**src/hdl/pip_pkg.sv**
```systemverilog
`timescale 1ns / 1ps
// ----------------------------------------------------------------------------
// pip_pkg: shared types and constants
// Command codes, controller states and the command/status structs that join
// the controller and the datapath of the point-in-polygon block.
// ----------------------------------------------------------------------------
package pip_pkg;

  localparam int MAX_VERTICES_DEF = 64;
  localparam int COORD_WIDTH_DEF  = 24;

  localparam int IDX_W       = 6;   // vertex_index field
  localparam int CFG_W       = 7;   // vertex_count register
  localparam int CNT_W       = 7;   // crossing_count field
  localparam int OUT_TDATA_W = 8;   // inside_res + crossing_count

  typedef enum logic {
    CMD_LOAD  = 1'b0,
    CMD_QUERY = 1'b1
  } pip_op_t;

  typedef enum logic [1:0] {
    ST_IDLE,
    ST_WALK,
    ST_DRAIN,
    ST_FINISH
  } pip_state_t;

  typedef struct packed {
    logic clear;     // start of a query: latch the point, clear the count
    logic wr_en;     // vertex load
    logic rd_en;     // read one vertex from the store
    logic edge_en;   // the vertex read closes an edge with the previous one
    logic load_out;  // move the finished count into the output register
  } pip_cmd_t;

  typedef struct packed {
    logic busy;      // edge pipeline still holds work
    logic out_free;  // output register can take a result this cycle
  } pip_sts_t;

endpackage

```
**src/hdl/pip_ctrl.sv**
```systemverilog
`timescale 1ns / 1ps
// ----------------------------------------------------------------------------
// pip_ctrl: query sequencer
// Holds the vertex_count register, takes input transfers and walks the
// vertex store one address per cycle during a query.
// ----------------------------------------------------------------------------
module pip_ctrl #(
  parameter int MAX_VERTICES = pip_pkg::MAX_VERTICES_DEF,
  parameter int AW           = $clog2(MAX_VERTICES),
  parameter int NW           = $clog2(MAX_VERTICES + 1)
) (
  input  logic                      clk,
  input  logic                      rst_n,
  input  logic                      in_tvalid,
  output logic                      in_tready,
  input  logic                      in_op,
  input  logic                      cfg_we,
  input  logic [pip_pkg::CFG_W-1:0] cfg_wdata,
  input  pip_pkg::pip_sts_t         sts,
  output pip_pkg::pip_cmd_t         cmd,
  output logic [AW-1:0]             rd_addr
);
  import pip_pkg::*;

  pip_state_t       state_r, state_nxt;
  logic [CFG_W-1:0] vcount_r;
  logic [NW-1:0]    k_r, k_nxt;
  logic [NW-1:0]    n_sat;

  always_comb begin
    if (32'(vcount_r) > MAX_VERTICES) begin
      n_sat = NW'(MAX_VERTICES);
    end else begin
      n_sat = NW'(vcount_r);
    end
  end

  always_ff @(posedge clk) begin
    if (!rst_n) begin
      state_r  <= ST_IDLE;
      vcount_r <= '0;
      k_r      <= '0;
    end else begin
      state_r <= state_nxt;
      k_r     <= k_nxt;
      if (cfg_we) begin
        vcount_r <= cfg_wdata;
      end
    end
  end

  // Reads go 0, 1, ..., n-1 and then 0 again so that the last read closes
  // the polygon; the first read only primes the previous-vertex register.
  always_comb begin
    state_nxt = state_r;
    k_nxt     = k_r;
    cmd       = '0;
    rd_addr   = '0;
    in_tready = 1'b0;
    unique case (state_r)
      ST_IDLE: begin
        in_tready = 1'b1;
        if (in_tvalid) begin
          if (in_op == CMD_LOAD) begin
            cmd.wr_en = 1'b1;
          end else begin
            cmd.clear = 1'b1;
            k_nxt     = '0;
            state_nxt = (n_sat == '0) ? ST_FINISH : ST_WALK;
          end
        end
      end
      ST_WALK: begin
        cmd.rd_en   = 1'b1;
        cmd.edge_en = (k_r != '0);
        rd_addr     = (k_r == n_sat) ? '0 : k_r[AW-1:0];
        k_nxt       = k_r + NW'(1);
        if (k_r == n_sat) begin
          state_nxt = ST_DRAIN;
        end
      end
      ST_DRAIN: begin
        if (!sts.busy) begin
          state_nxt = ST_FINISH;
        end
      end
      ST_FINISH: begin
        if (sts.out_free) begin
          cmd.load_out = 1'b1;
          state_nxt    = ST_IDLE;
        end
      end
      default: state_nxt = ST_IDLE;
    endcase
  end

endmodule

```
**config.mk**
```make
export PLATFORM = sky130hd
export DESIGN_NAME = pip_ctrl
export DESIGN_NICKNAME = d
export VERILOG_FILES = /design/src/hdl/pip_pkg.sv /design/src/hdl/pip_ctrl.sv
export SDC_FILE = /design/constraint.sdc
export NUM_CORES = 1
export LEC_CHECK = 0
export BUFFER_PORTS_ARGS = -buffer_cell sky130_fd_sc_hd__buf_2
export CORE_UTILIZATION = 50
export CTS_CLUSTER_SIZE = 25
export DETAILED_ROUTE_END_ITERATION = 8
export PLACE_DENSITY_LB_ADDON = 0.1
export SYNTH_ARGS = -nofsm -noshare
export SYNTH_HDL_FRONTEND = slang
export SYNTH_SLANG_ARGS = --single-unit
```
**constraint.sdc**
```tcl
create_clock -name clk -period 2 [get_ports clk]
set_clock_uncertainty 0.05 [all_clocks]
set_input_delay 0.2 -clock clk [delete_from_list [all_inputs] [get_ports clk]]
set_output_delay 0.2 -clock clk [all_outputs]
set_load 0.02 [all_outputs]
```
**Yosys cells after proc, flatten, opt, wreduce, memory -nomap -nowiden**

Cells that the tools add are included.

- Flip-flop bits (word level): 16
- Input port bits: 14

- $add $sub $neg: 1
- Order comparisons: 1
- Eq/ne operators: 9
- Mux-type cells: 21
- Reduce and logical (&&, ||, !) cells: 6

Operator list:

| cell | count |
|---|---|
| $mux 7 | 3 |
| $mux 2 | 9 |
| $pmux 7 s2 | 1 |
| $mux 6 | 2 |
| $ne 2x2->1 const B | 5 |
| $pmux 2 s4 | 1 |
| $add 7x1->7 const B | 1 |
| $eq 7x7->1 | 1 |
| $gt 7x7->1 const B | 1 |
| $logic_not 7->1 | 1 |
| $reduce_bool 7->1 | 1 |
| $mux 1 | 5 |
| $reduce_and 5->1 | 1 |
| $eq 2x2->1 const B | 2 |
| $reduce_and 3->1 | 1 |
| $eq 2x1->1 const B | 1 |
| $logic_not 2->1 | 1 |
| $reduce_bool 2->1 | 1 |

**Logic depth before layout (Yosys ltp)**

Gate-level depths: netlist of run 1.

- Depth in word-level cells: 7
- Depth in mapped cells: 7
- Mapped depth without buffers: 7

**Worst setup path before layout of run 1**

OpenSTA, ideal clock, no wires.

- Path type: flip-flop to flip-flop
- Start: register state_r[0]
- End: register k_r[4]
- Setup time: 0.136 ns
- Data arrival time: 1.628 ns
- Data required time: 1.814 ns
- Slack: 0.187 ns
- Stages on the path, launching flop included: 8
- Buffers on the path: 0
- Cells stage by stage: dfxtp_1 -> inv_1 -> ha_1 -> and3_1 -> a21o_1 -> nand4_1 -> xnor2_1 -> nor2_1

- Word-level cells in the longest chain between the ends: 3

Ends and longest elaborated chain:

| element | RTL line | text |
|---|---|---|
| from (decl) | pip_ctrl.sv:25 | `pip_state_t state_r, state_nxt;` |
| from (signal assigned) | pip_ctrl.sv:44 | `state_r <= state_nxt;` |
| $eq 2x1->1 / $logic_not 2->1 (equally long branches) | pip_ctrl.sv:60 | `unique case (state_r)` |
| $reduce_bool 2->1 (no line) / $ne 2x2->1 (equally long branches) | -- |  |
| $reduce_and 3->1 (no line) | -- |  |
| to (signal assigned) | pip_ctrl.sv:45 | `k_r <= k_nxt;` |
| to (decl) | pip_ctrl.sv:27 | `logic [NW-1:0] k_r, k_nxt;` |

Several ways; a longest one is shown, not always the timed one.
A chain may end at the register's enable or synchronous reset.

**Worst setup path after layout of run 1**

- Start: register k_r[0]
- End: output port rd_addr[0]

- Word-level cells in the longest chain between the ends: 3

Ends and longest elaborated chain:

| element | RTL line | text |
|---|---|---|
| $eq 7x7->1 | pip_ctrl.sv:76 | `rd_addr = (k_r == n_sat) ? '0 : k_r[AW-1:0];` |
| $mux 6 (*) | pip_ctrl.sv:76 |  |
| $mux 6 (*) | pip_ctrl.sv:60 |  |
| to (decl) | pip_ctrl.sv:21 | `output logic [AW-1:0] rd_addr` |

Mark *: on every way between the ends. The rest lies on a longest branch, timed or not.

==> flow_summary.toml, run 1 <==
[outcome]
status = "complete, but fails checks"
failed_checks = "setup timing"

[clocking]
numCtsBuffers = 3
clock-sinks = 16
tritoncts = "yes"
clkTransAtPathRegs_ns = 0.10
clockRootBuffer = "clkbuf_4"
clock_latency_ns = 0.29
htree_levels = 1
cts_max_path_buffers = 2

[logic_synthesis]
postSynthCellCount = 125
synth_flop_cell = "dfxtp_1"
syn_area_mm2 = 0.001041
ys_types = 39
yosys_warnings = 0
synthArstFlopShare_pct = 0
synth-seq-cells = 16
synth.yosys.seq_area_share_pct = 30.77
syn_nets = 145
synth-edff-count = 0
syn_avg_cell_area_um2 = 8.328

[routing]
via_per_inst = 5.417
wl_per_cell_um = 13.13
drtIter0Drc = 38
dr.pass1.iters = 6
antenna_left = 0
drc = 0
vias = 1013
drt_wl_total_um = 2456

[placed_design]
placed_cells = 179
dp_slack_ns = 0.06543
numPortBuffers = 25
place_congestion = 0.8965
placed_cell_area_mm2 = 0.001219
dpl.hpwl_um = 1765

[timing]
worst_slew_pin_slew_ns = 0.4468
fmax_mhz = 464.5
finalSetupTns_ns = -0.8677
min_period_ns = 2.153
hold_viol_final = 0
fin_hold_ws_ns = 0.1239
setup_viol = 6
fin_ws_ns = -0.1531
slew_headroom_pct = 70.21
period_share_pct = 107.7
rsz0062_at_grt = "true"
slew_viol_final = 0

[critical_path]
critPathRequiredTime_ns = 1.75
critPathKind = "flip-flop to primary output"
worstPathMaxFanout = 6
crit_arrival_ns = 1.90
cp-start-kind = "flip-flop"
rrSetupSlack_ns = 0.21
end_kind = "primary output"

[layout]
fill_cells = 182
final_cell_mix = "buf_2, nor2_1, inv_1"
final_common_cell = "buf_2"
area_growth_pct = 27.64
nets = 181
regArea_um2 = 327.8
multiInputGateArea_um2 = 680.7
finalNonFillerCells = 187
design_area_mm2 = 0.001329
fin_util_pct = 67.73
drive_above_1_share_pct = 31.25
insertedDiodeCount = 0

[global_routing]
grt_use_met3_pct = 7.547
grtUsageMet1_pct = 29.91
grt_pass1_vias = 911
grtUsageMet2_pct = 40.55
top_usage_layer = "met2"
grt_usage_pct = 24.53
grt_overflow_total = 0
grt_pass1_wl_um = 3850
grt_antenna_before_repair = 0
grt_max_degree = 17

[power_and_ir_drop]
p_clk_share_pct = 18.9
power.density_mw_per_mm2 = 853.3
p_seq_share_pct = 33.5
p_comb_share_pct = 47.6
p_switching_uw = 455.2
peakVddDrop_mv = 0.4979
power.leakage_nw = 0.5990
p_int_uw = 678.6
fin_total_pwr_mw = 1.134
switching_share_pct = 40.15

[floorplanning]
start_util_pct = 53.06
die_area_mm2 = 0.002269
core_area_mm2 = 0.001962
pin_count = 26
die_w_um = 47.63
num_rows = 16
die_h_um = 47.63

[flow_run]
drv_cap = 0

[min_path]
hold_class = "input pin to flip-flop"
-- worst paths after layout --
kind / from / endpoint / cells past startpoint
worst max-delay path: k_r[0] / rd_addr[0] / 6
worst min-delay path: cfg_wdata[3] / vcount_r[3] / 3
worst max register to register: k_r[0] / state_r[0] / 6
worst min register to register: vcount_r[6] / vcount_r[6] / 2
-- cells by family after synthesis --
| logic type | Yosys count | share of synthesized area [%] |
|---|---|---|
| buf+inv | 17 | 6.851 |
| simple gates | 48 | 24.52 |
| compound gates | 24 | 18.03 |
| fa+ha+maj | 6 | 7.211 |
| xor+xnor | 7 | 5.890 |
| mux | 7 | 6.731 |
| flops | 16 | 30.77 |
-- state kept, by name, indices dropped and copies added, names as in the netlist --
signal    cells
k_r           7
state_r       2
vcount_r      7
-- routing by layer --
layer / routed length, um / vias to the layer above
met5: 0 / -
met4: 34 / 0
met3: 146 / 4
met2: 1190 / 42
met1: 1085 / 456
li1: - / 511
-- critical path, cell delays in order (launching register included) --
cell and delay, ns:
dfxtp_2 0.33, or4b_4 0.54, o31ai_4 0.07, o2111ai_2 0.19, o21ai_4 0.25, nor2_1 0.07
buf_4 0.16
-- cell usage after synthesis, types with 2 or more instances --
master	number	share of area (%)
nor4_1	2	1.2
and3_1	2	1.2
a31oi_1	2	1.2
xnor2_1	5	4.2
dfxtp_1	16	31
o31ai_1	2	1.4
and2_1	3	1.8
inv_1	14	5.0
o2111ai_1	2	1.7
o21ai_0	4	1.9
mux2i_1	7	6.7
nor2b_1	7	4.2
nand2_1	5	1.8
clkbuf_1	2	0.72
xor2_1	2	1.7
a222oi_1	2	1.9
ha_1	6	7.2
nand4_1	3	1.8
nand3_1	3	1.4
nor2_1	16	5.8
o211ai_1	2	1.4
-- power groups by stage --
stage	logic, mW	clock network, mW	registers (mW)
after floorplan	0.380	0	0.380
after global placement	0.479	0	0.387
after detailed placement	0.492	0	0.389
after CTS	0.517	0.220	0.379
after global routing	0.596	0.237	0.386
final	0.539	0.215	0.380
-- cell type report --
class	count	share of cell area (%)
inverter	14	3.955
timing repair buffer	34	14.88
multi-input combinational	92	51.22
tap	27	2.542
clock buffer	4	2.731
sequential	16	24.67
-- repair_timing --
action | CTS | global route
cloned | 0 | 0
hold buffers | 0 | 0
endpoints found under the hold margin | 0 | 0
setup endpoints to repair | 6 | 7
setup buffers | 3 | 1
gates resized for setup | 10 | 2
pin swaps | 3 | 2
(Power assumes the default switching activity.)
==> run 2: changes to the inputs <==
--- a/config.mk
+++ b/config.mk
@@ -5,10 +5,10 @@
 export SDC_FILE = /design/constraint.sdc
 export NUM_CORES = 1
 export LEC_CHECK = 0
-export BUFFER_PORTS_ARGS = -buffer_cell sky130_fd_sc_hd__buf_2
 export CORE_UTILIZATION = 50
 export CTS_CLUSTER_SIZE = 25
 export DETAILED_ROUTE_END_ITERATION = 8
+export DONT_BUFFER_PORTS = 1
 export PLACE_DENSITY_LB_ADDON = 0.1
 export SYNTH_ARGS = -nofsm -noshare
 export SYNTH_HDL_FRONTEND = slang
==> run 2 against run 1 <==
Net effect: the run still ends with setup timing left; setup slack lost 0.045 ns; die area unchanged; sequential cell count is the same; first-iteration DRC count shrank 47%; cell count down 7.5%.
==> flow_summary.toml, run 2 (synthesized netlist as in run 1, its figures left out) <==
[placed_design]
place_congestion = 0.8894
placed_cell_area_mm2 = 0.001169
placed_cells = 164
dp_slack_ns = 0.07691
dpl.hpwl_um = 1782
numPortBuffers = 0

[layout]
fill_cells = 183
finalNonFillerCells = 173
top_regs = "k_r: 7 flops, vcount_r: 7 flops, state_r: 2 flops"
final_common_cell = "buf_4"
final_cell_mix = "buf_4, nor2_1, inv_1"
drive_above_1_share_pct = 22.60
area_growth_pct = 22.24
fin_util_pct = 64.86
nets = 167
insertedDiodeCount = 0
design_area_mm2 = 0.001272

[clocking]
cts_max_path_buffers = 2
htree_levels = 1
clkTransAtPathRegs_ns = 0.10
clock_latency_ns = 0.30
tritoncts = "yes"
numCtsBuffers = 3
clock-sinks = 16
clockRootBuffer = "clkbuf_4"

[global_routing]
grt_pass1_wl_um = 3815
grt_overflow_total = 0
grt_pass1_vias = 878
grt_usage_pct = 24.24
grtUsageMet1_pct = 31.58
grtUsageMet2_pct = 38.90
grt_use_met3_pct = 7.170
grt_antenna_before_repair = 0
grt_max_degree = 11
top_usage_layer = "met2"

[power_and_ir_drop]
power.leakage_nw = 0.5385
peakVddDrop_mv = 0.5025
power.density_mw_per_mm2 = 891.6

[critical_path]
cp_cell_sequence = "or4b_1, o31ai_2, o2111ai_2, o21ai_4, nor2_1, buf_4"
cp-start-kind = "flip-flop"
critPathRequiredTime_ns = 1.75
worstPathMaxFanout = 6
crit_arrival_ns = 1.95
critPathKind = "flip-flop to primary output"
critPathSlowestCell = "or4b_1"
end_kind = "primary output"
slowest_delay_ns = 0.53

[floorplanning]
die_w_um = 47.63
die_area_mm2 = 0.002269
pin_count = 26
core_area_mm2 = 0.001962
die_h_um = 47.63
start_util_pct = 53.06
num_rows = 16

[routing]
drt_wl_total_um = 2471
vias = 989
via_per_inst = 5.717
wl_per_cell_um = 14.28
drc = 0
dr.pass1.iters = 4
antenna_left = 0
drtIter0Drc = 20

[min_path]
hold_class = "input pin to flip-flop"

[timing]
slew_viol_final = 0
rsz0062_at_grt = "true"
worst_slew_pin_slew_ns = 0.4038
hold_viol_final = 0
fmax_mhz = 455.0
fin_ws_ns = -0.1978
setup_viol = 6
min_period_ns = 2.198
period_share_pct = 109.9
finalSetupTns_ns = -1.132
slew_headroom_pct = 73.08

[outcome]
status = "complete, but fails checks"
failed_checks = "setup timing"

[flow_run]
drv_cap = 0
-- run 2: cell types whose count changed in the layout (fill, tap and decap cells not counted), sizes merged --
cell / previous run / this run
buf: 34 / 19
dlygate4sd3: 0 / 1
-- run 2: final timing paths --
path / cells after the start / end / slack (ns) / start
min: 2 / state_r[1] / 0.01 / rst_n
max reg2reg: 6 / state_r[0] / 0.15 / k_r[3]
max: 6 / rd_addr[2] / -0.20 / k_r[3]
min reg2reg: 2 / vcount_r[2] / 0.51 / vcount_r[2]
-- run 2: final cells by class --
type	instances	area [um^2]	area share (%)
Timing Repair Buffer	20	152.6	12.00
Clock buffer	4	36.28	2.852
Sequential cell	16	329.1	25.86
Inverter	14	52.55	4.130
Multi-Input combinational cell	92	668.1	52.51
Tap cell	27	33.78	2.655
-- run 2: timing repair --
item                       in CTS  in global routing
setup endpoints to repair       6                  7
hold endpoints to repair       10                  0
buffers inserted                3                  1
hold buffers                    1                  0
pin swaps                       3                  2
resized for setup               5                  3
-- run 2: worst max-delay path, delay by kind of cell (launching register included) --
family                 cells  cell delay, ns
AOI/OAI and AO/OA          3            0.55
buffers and inverters      1            0.16
DFF                        1            0.35
and+or+nand+nor            2            0.61
-- run 2: routing by layer --
metal	routed length (um)	up-vias
met5	0	-
met4	57	0
met3	149	10
met2	1124	43
met1	1139	452
li1	-	484
-- run 2: metrics by stage --
step | power [mW] | hold WS (ns)
after floorplan | 0.7595 | 0.2975
after global placement | 0.8635 | 0.2792
after detailed placement | 0.8731 | 0.2774
after CTS | 1.101 | 0.01019
after global routing | 1.209 | 0.002644
final | 1.135 | 0.01336
-- run 2: power by group --
group	switching, mW	total [mW]	internal (mW)
logic	0.310	0.530	0.220
registers	0.0362	0.382	0.346
clock network	0.111	0.222	0.111
total	0.457	1.13	0.677
